===== src/hdl/hsss_pkg.sv =====
// Package for the hash seed score search block: sizes, codes, command and
// configuration types, and the one-at-a-time hash round functions.
// Depends on nothing; every other file of the block uses it.
`timescale 1ns / 1ps

package hsss_pkg;

	localparam int MAX_KEYS    = 32;
	localparam int MAX_PAIRS   = 64;
	localparam int MAX_ITEMS   = (MAX_PAIRS > MAX_KEYS) ? MAX_PAIRS : MAX_KEYS;
	localparam int KEY_AW      = (MAX_KEYS > 1) ? $clog2(MAX_KEYS) : 1;
	localparam int PAIR_AW     = (MAX_PAIRS > 1) ? $clog2(MAX_PAIRS) : 1;
	localparam int CNT_W       = $clog2(MAX_ITEMS + 1);
	localparam int ACC_W       = $clog2(2 * MAX_PAIRS + 1);
	localparam int SUM_W       = $clog2(2 * MAX_KEYS * MAX_PAIRS + 1);

	localparam int HASH_W      = 30;
	localparam int SLOT_W      = 6;
	localparam int SCORE_W     = 13;
	localparam logic [SCORE_W-1:0] SCORE_MAX = '1;

	localparam int KEY_COUNT_W  = 6;
	localparam int PAIR_COUNT_W = 7;
	localparam int CFG_DATA_W   = 7;
	localparam int CFG_INDEX_W  = 1;
	localparam logic [CFG_INDEX_W-1:0]  REG_KEY_COUNT    = 1'b0;
	localparam logic [CFG_INDEX_W-1:0]  REG_PAIR_COUNT   = 1'b1;
	localparam logic [KEY_COUNT_W-1:0]  KEY_COUNT_RESET  = 6'd17;
	localparam logic [PAIR_COUNT_W-1:0] PAIR_COUNT_RESET = 7'd48;

	localparam logic [1:0] OP_LOAD_KEY  = 2'd0;
	localparam logic [1:0] OP_LOAD_PAIR = 2'd1;
	localparam logic [1:0] OP_SCORE     = 2'd2;

	localparam int QUEUE_DEPTH = 4;
	localparam int QUEUE_AW    = $clog2(QUEUE_DEPTH);
	localparam int QUEUE_CW    = $clog2(QUEUE_DEPTH + 1);

	typedef enum logic [1:0] {
		CMD_KEY   = 2'd0,
		CMD_PAIR  = 2'd1,
		CMD_SCORE = 2'd2
	} cmd_kind_t;

	// For a score command the seed sits in data[31:0]; a pair keeps the low
	// probe in data[31:0] and the high probe in data[63:32].
	typedef struct packed {
		cmd_kind_t          kind;
		logic [SLOT_W-1:0]  slot;
		logic [63:0]        data;
		logic               start;
	} cmd_t;

	typedef struct packed {
		logic [CNT_W-1:0] keys;
		logic [CNT_W-1:0] pairs;
	} cfg_t;

	function automatic logic [31:0] oaat_round(input logic [31:0] h, input logic [7:0] b);
		logic [31:0] t1;
		logic [31:0] t2;
		t1 = h + {24'b0, b};
		t2 = t1 + (t1 << 10);
		return t2 ^ (t2 >> 6);
	endfunction

	function automatic logic [HASH_W-1:0] oaat_final(input logic [31:0] h);
		logic [31:0] t1;
		logic [31:0] t2;
		logic [31:0] t3;
		t1 = h + (h << 3);
		t2 = t1 ^ (t1 >> 11);
		t3 = t2 + (t2 << 15);
		return t3[HASH_W-1:0];
	endfunction

endpackage


===== src/hdl/hsss_front.sv =====
// Front part of the hash seed score search block: accepts commands, drops
// those that do nothing, and queues the rest for the back part.
// Depends on hsss_pkg.
`timescale 1ns / 1ps

module hsss_front (
	input  logic                      clk,
	input  logic                      arst_n,
	input  logic                      start,
	output logic                      busy,
	input  logic [1:0]                operation,
	input  logic [hsss_pkg::SLOT_W-1:0] slot,
	input  logic [31:0]               key_bytes,
	input  logic [31:0]               probe_low_bytes,
	input  logic [31:0]               probe_high_bytes,
	input  logic [31:0]               seed_value,
	input  logic                      start_search,
	output logic                      cmd_valid,
	output hsss_pkg::cmd_t            cmd,
	input  logic                      cmd_pop
);

	hsss_pkg::cmd_t                    cmd_in;
	logic                              keep;
	logic                              push;
	hsss_pkg::cmd_t                    queue_q [hsss_pkg::QUEUE_DEPTH];
	logic [hsss_pkg::QUEUE_AW-1:0]     wr_ptr_q;
	logic [hsss_pkg::QUEUE_AW-1:0]     rd_ptr_q;
	logic [hsss_pkg::QUEUE_CW-1:0]     count_q;

	always_comb begin
		cmd_in.kind  = hsss_pkg::CMD_SCORE;
		cmd_in.slot  = slot;
		cmd_in.data  = {32'b0, seed_value};
		cmd_in.start = start_search;
		keep         = 1'b0;
		case (operation)
			hsss_pkg::OP_LOAD_KEY: begin
				cmd_in.kind = hsss_pkg::CMD_KEY;
				cmd_in.data = {32'b0, key_bytes};
				keep        = ({26'b0, slot} < hsss_pkg::MAX_KEYS);
			end
			hsss_pkg::OP_LOAD_PAIR: begin
				cmd_in.kind = hsss_pkg::CMD_PAIR;
				cmd_in.data = {probe_high_bytes, probe_low_bytes};
				keep        = ({26'b0, slot} < hsss_pkg::MAX_PAIRS);
			end
			hsss_pkg::OP_SCORE: begin
				keep = 1'b1;
			end
			default: begin
				keep = 1'b0;
			end
		endcase
	end

	assign busy      = (count_q == hsss_pkg::QUEUE_CW'(hsss_pkg::QUEUE_DEPTH));
	assign push      = start && !busy && keep;
	assign cmd_valid = (count_q != '0);
	assign cmd       = queue_q[rd_ptr_q];

	always_ff @(posedge clk or negedge arst_n) begin
		if (!arst_n) begin
			wr_ptr_q <= '0;
			rd_ptr_q <= '0;
			count_q  <= '0;
		end else begin
			if (push) begin
				wr_ptr_q <= wr_ptr_q + 1'b1;
			end
			if (cmd_pop) begin
				rd_ptr_q <= rd_ptr_q + 1'b1;
			end
			case ({push, cmd_pop})
				2'b10:   count_q <= count_q + 1'b1;
				2'b01:   count_q <= count_q - 1'b1;
				default: count_q <= count_q;
			endcase
		end
	end

	always_ff @(posedge clk) begin
		if (push) begin
			queue_q[wr_ptr_q] <= cmd_in;
		end
	end

endmodule


===== config.mk =====
export PLATFORM = sky130hd
export DESIGN_NAME = hsss_front
export DESIGN_NICKNAME = d
export VERILOG_FILES = /design/src/hdl/hsss_pkg.sv /design/src/hdl/hsss_front.sv
export SDC_FILE = /design/constraint.sdc
export NUM_CORES = 1
export LEC_CHECK = 0
export ABC_CLOCK_PERIOD_IN_PS = 3350
export BUFFER_PORTS_ARGS = -buffer_cell sky130_fd_sc_hd__buf_4
export CAP_MARGIN = 20
export CORE_UTILIZATION = 40
export DETAILED_ROUTE_END_ITERATION = 7
export GPL_TIMING_DRIVEN = 0
export PLACE_DENSITY = 0.68
export SETUP_SLACK_MARGIN = 0.4
export SLEW_MARGIN = 20
export SYNTH_ARGS = -nofsm -noshare
export SYNTH_HDL_FRONTEND = slang
export SYNTH_SLANG_ARGS = --single-unit

===== constraint.sdc =====
create_clock -name clk -period 3.35 [get_ports clk]
set_input_delay 0.1675 -clock clk [delete_from_list [all_inputs] [get_ports clk]]
set_output_delay 0.1675 -clock clk [all_outputs]
set_load 0.05 [all_outputs]

# Word level (Yosys, flattened, before mapping)
# Memories as Yosys holds them, arrays and structs flattened.
# Index checks and enable logic that the tools add are counted.
[word_totals] regBits=7 ramBits=292 inputBits=141 out_inout_bits=75 wordCells=27 mem_count=1
[op_classes] addsub=4 magnitude_cmp=1 eq_ne=5 muxes=6 reduce_logical=7
[mem_list] name="queue_q" depth=4 width=73 read_ports=1 rd_clocked_by_memory_dff=0 write_ports=1 line="hsss_front.sv:26" rtl="hsss_pkg::cmd_t queue_q [hsss_pkg::QUEUE_DEPTH];"
[op_table] op="$pmux W64 S2" n=1
[op_table] op="$lt A6 B6 Y1 const B" n=1
[op_table] op="$pmux W3 S2" n=1
[op_table] op="$add A2 B1 Y2 const B" n=2
[op_table] op="$eq A2 B1 Y1 const B" n=2
[op_table] op="$eq A2 B2 Y1 const B" n=2
[op_table] op="$pmux W2 S2" n=1
[op_table] op="$add A3 B1 Y3 const B" n=1
[op_table] op="$eq A3 B3 Y1 const B" n=1
[op_table] op="$reduce_bool A3 Y1" n=1
[op_table] op="$sub A3 B1 Y3 const B" n=1
[op_table] op="$logic_and A1 B1 Y1" n=2
[op_table] op="$logic_not A2 Y1" n=1
[op_table] op="$mux W1" n=2
[op_table] op="$pmux W1 S2" n=1
[op_table] op="$reduce_bool A2 Y1" n=1
[op_table] op="$reduce_or A2 Y1" n=1
[op_table] op="$logic_not A1 Y1" n=1

# Depth between registers and ports, before layout
[logic_depth] depth_word=6 mapped_depth=11 mapped_depth_nobuf=10

# Worst setup path before layout
# OpenSTA, ideal clock, no wires.
[synth_timing] kind="reg-to-reg" start="register count_q[0] (netlist bit)" end="memory queue_q[0][0] (netlist bit), enable pin" setup_ns=0.587 t_arrival_ns=2.894 required_ns=2.763 path_slack_ns=-0.131 stages_incl_launch_ff=4 n_path_buf=0 period_less_slack_ns=3.481 cell_sequence="dfrtp_1 > nor3b_1 > a2111oi_4 > and2_1"
[synth_between] elab_chain_cells=6
[synth_rtl] item="start, declared" line="hsss_front.sv:29" rtl="logic [hsss_pkg::QUEUE_CW-1:0] count_q;"
[synth_rtl] item="start signal, assigned" line="hsss_front.sv:75" rtl="2'b10: count_q <= count_q + 1'b1;"
[synth_rtl] item="start signal, assigned" line="hsss_front.sv:76" rtl="2'b01: count_q <= count_q - 1'b1;"
[synth_rtl] item="start signal, assigned" line="hsss_front.sv:77" rtl="default: count_q <= count_q;"
[synth_rtl] item="$eq A3 B3 Y1" line="hsss_front.sv:57" rtl="assign busy = (count_q == hsss_pkg::QUEUE_CW'(hsss_pkg::QUEUE_DEPTH));"
[synth_rtl] item="named net busy" line="hsss_front.sv:10" rtl="output logic busy,"
[synth_rtl] item="$logic_not A1 Y1" line="hsss_front.sv:58" rtl="assign push = start && !busy && keep;"
[synth_rtl] item="$logic_and A1 B1 Y1 (2 in a row)" line="hsss_front.sv:58"
[synth_rtl] item="$mux W1" line="hsss_front.sv:83" rtl="if (push) begin"
[synth_rtl] item="$mux W1 (implied by the code)" line="hsss_front.sv:84" rtl="queue_q[wr_ptr_q] <= cmd_in;"
[synth_rtl] item="end, declared" line="hsss_front.sv:26"
# The timed path passes the listed nets, and every way through them passes these cells.

==> flow_metrics.env <==
export IMPL_outcome="finished, final reports clean"
export IMPL_path_cells="buf_4, inv_1, ha_1, clkbuf_1, clkbuf_1, a22oi_1, dlygate4sd3_1, nand2_1, dlygate4sd3_1"
export IMPL_cts_buffers=31
export IMPL_wl_mm=25.87
export IMPL_power_leakage_nw=5.862
export IMPL_maxSlewHeadroom_pct=50.27
export IMPL_syn_area_sq_um=11740
export IMPL_coreArea_sq_um=28780
export IMPL_synthFlopType="edfxtp_1"
export IMPL_ant_nets=0
export IMPL_grt_use_total_pct=17.47
export IMPL_cts_sinks=299
export IMPL_synthTopCellsByArea="edfxtp_1, mux4_2, nand2_1"
export IMPL_die_w_microns=173.3
export IMPL_firstDrtPassIters=5
export IMPL_p_sw_share_pct=35.40
export IMPL_synth_warnings=0
export IMPL_grtUsageMet2_pct=30.57
export IMPL_p_per_area_nw_per_um2=836.4
export IMPL_initial_core_util_pct=40.80
export IMPL_p_int_mw=8.675
export IMPL_cp_slowest_stage_delay_ns=0.61
export IMPL_drt_iter0_markers=324
export IMPL_post_cts_buffers=0
export IMPL_min_from="probe_high_bytes[21]"
export IMPL_synth_top_cell_by_area="edfxtp_1"
export IMPL_critPathMaxFanout=10
export IMPL_synthToLayoutAreaGrowth_pct=36.73
export IMPL_setup_viol=0
export IMPL_use_met3_pct=2.873
export IMPL_grt_max_degree=44
export IMPL_cts_tree="yes"
export IMPL_p_sw_mw=4.754
export IMPL_fin_crit_sh_pct=79.65
export IMPL_antenna_found_initial=1
export IMPL_top_usage_layer="met2"
export IMPL_crit_type="input pin to flip-flop"
export IMPL_use_met1_pct=22.26
export IMPL_critical_path_top_delay_family="buffers and inverters"
export IMPL_ctsLongestPathBuffers=3
export IMPL_cts_max_level=1
export IMPL_rows=62
export IMPL_insertion_delay_ns=0.55
export IMPL_num_vias=6583
export IMPL_required_ns=3.74
export IMPL_finalSetupTns_ns=0
export IMPL_drv_slew=0
export IMPL_gp_congestion=0.6909
export IMPL_fmax_mhz=374.8
export IMPL_rsz0062_at_grt="no"
export IMPL_portBuffers=215
export IMPL_die_area_sq_um=30040
export IMPL_worst_slew_pin_transition_ns=0.7459
export IMPL_cap_violations=0
export IMPL_peakVddDrop_uv=419.3
export IMPL_synth_edf_count=292
export IMPL_start_kind="input pin"
export IMPL_clock_power_share_pct=26.6
export IMPL_synthTopCellsByCount="edfxtp_1, mux4_2, nand2_1, and2_1, a22oi_1"
export IMPL_final_cells=1327
export IMPL_synth_avg_cell_area_sq_um=20.74
export IMPL_overflow=0
export IMPL_period_minus_slack_ns=2.668
export IMPL_combPwrFrac_pct=38.9
export IMPL_clock_skew_ns=0.01611
export IMPL_grt_pass1_wl_mm=39.79
export IMPL_synth_nets=717
export IMPL_hpwl_mm=15.82
export IMPL_crit_path_start="operation[1]"
export IMPL_synth_ff_latch_count=299
export IMPL_cts_root_buf="clkbuf_16"
export IMPL_fp_dieH_microns=173.3
export IMPL_pwr_share_seq_pct=34.6
export IMPL_first_global_vias=7055
export IMPL_critPathBufInv=6
export IMPL_finalHoldViolCount=0
export IMPL_ys_seq_area_share_pct=76.17
export IMPL_io_pins=216
export IMPL_cpMaxStageDelayCell="dlygate4sd3_1"
export IMPL_diodes=0
export IMPL_synth_cell_types=22
export IMPL_r2r_start="count_q[2]"
export IMPL_wire_per_inst_microns=19.49
export IMPL_async_flop_share_pct=2.341
export IMPL_arrival_ns=3.06
export IMPL_hold_path_class="input pin to flip-flop"
export IMPL_syn_inst=566
export IMPL_synth_top_area_share_pct=74.68
export IMPL_dp_cells=1169
export IMPL_drive_gt1_share_pct=37.86
export IMPL_end_kind="flip-flop"
export IMPL_viasPerCell=4.961
export IMPL_layout_nets=1071
export IMPL_yosysMostFrequentCell="edfxtp_1"
export IMPL_drc_errors=0
export IMPL_finish_utilization_pct=55.78
export IMPL_clk_pin_slew_ns=0.06
through the flow:
step                      setup slack, ns  power, mW  hold slack [ns]  instance area, sq um
after detailed placement           0.5642      9.915         -0.01122                 13960
final                              0.6819      13.43          0.01937                 16050
after global routing               0.5547      13.96          0.01444                 16050
after CTS                          0.4855      13.60        0.0002456                 16050
after global placement            -0.2701      9.870         -0.01253                 13850
after floorplan                    0.8564      8.362          -0.1281                 11750
routing by layer:
layer,vias up,share of wire [%]
met5,-,0
met1,3336,41
met4,0,2.7
li1,3002,-
met2,197,51
met3,48,5.0
cells by family after synthesis:
| group | after synthesis | synth area share, % |
|---|---|---|
| buf+inv | 37 | 1.449 |
| simple gates | 106 | 4.295 |
| fa+ha+maj | 10 | 1.130 |
| flops | 299 | 76.17 |
| xor+xnor | 6 | 0.4476 |
| compound gates | 33 | 2.281 |
| mux | 75 | 14.23 |
area by class of cell:
cell class	instances	area [sq um]
timing repair buffer	321	2745
clock inverter	20	276.5
fill	2209	12730
sequential	299	8944
buffer	30	145.1
tap	384	480.5
multi-input combinational	230	2643
clock buffer	36	794.5
inverter	7	26.28
timing repair:
action,in CTS,in global routing
resized for setup,0,3
endpoints found under the hold margin,275,0
endpoints found under the setup margin,0,2
hold buffers,102,0
worst reg2reg max path, cell delays in order (launching register included):
cell	delay [ns]
dfrtp_1	0.40
nor3b_2	0.20
a2111oi_4	0.44
and2_4	0.65
buf_16	0.32
registers in the layout (all words and copies together) (netlist names):
name / count
wr_ptr_q: 2
queue_q: 292
rd_ptr_q: 2
count_q: 3
power by group through the flow:
stage	Clock [mW]	Sequential (mW)	Combinational, mW
global placement	0	4.73	5.14
global route	3.79	4.67	5.50
detailed placement	0	4.72	5.19
finish	3.57	4.64	5.22
CTS	3.64	4.65	5.31
floorplan	0	4.69	3.67
layout by cell type (no fill, tap or decap), drive strengths merged, types with 2 or more instances in the layout:
master / Yosys / layout
xor2: 2 / 2
clkbuf: 15 / 51
mux4: 73 / 73
ha: 9 / 9
clkinvlp: 0 / 2
buf: 15 / 234
and2: 36 / 36
dlygate4sd3: 0 / 102
bufinv: 0 / 7
xnor2: 4 / 4
edfxtp: 292 / 292
dfrtp: 7 / 7
nand2: 65 / 65
inv: 7 / 8
mux2: 2 / 2
clkinv: 0 / 10
nor2: 2 / 2
a22oi: 32 / 32
path summary, 6_finish.rpt:
kind | endpoint | slack, ns | depth (start not counted)
min in group asynchronous | rd_ptr_q[0] | 0.59 | 3
setup reg to reg | queue_q[0][43] | 0.98 | 4
max in group asynchronous | wr_ptr_q[0] | 2.49 | 3
setup / recovery | queue_q[1][7] | 0.68 | 9
hold reg to reg | count_q[2] | 0.50 | 1
hold / removal | queue_q[0][54] | 0.02 | 2
Note: power is estimated with default switching activity, not from simulation.
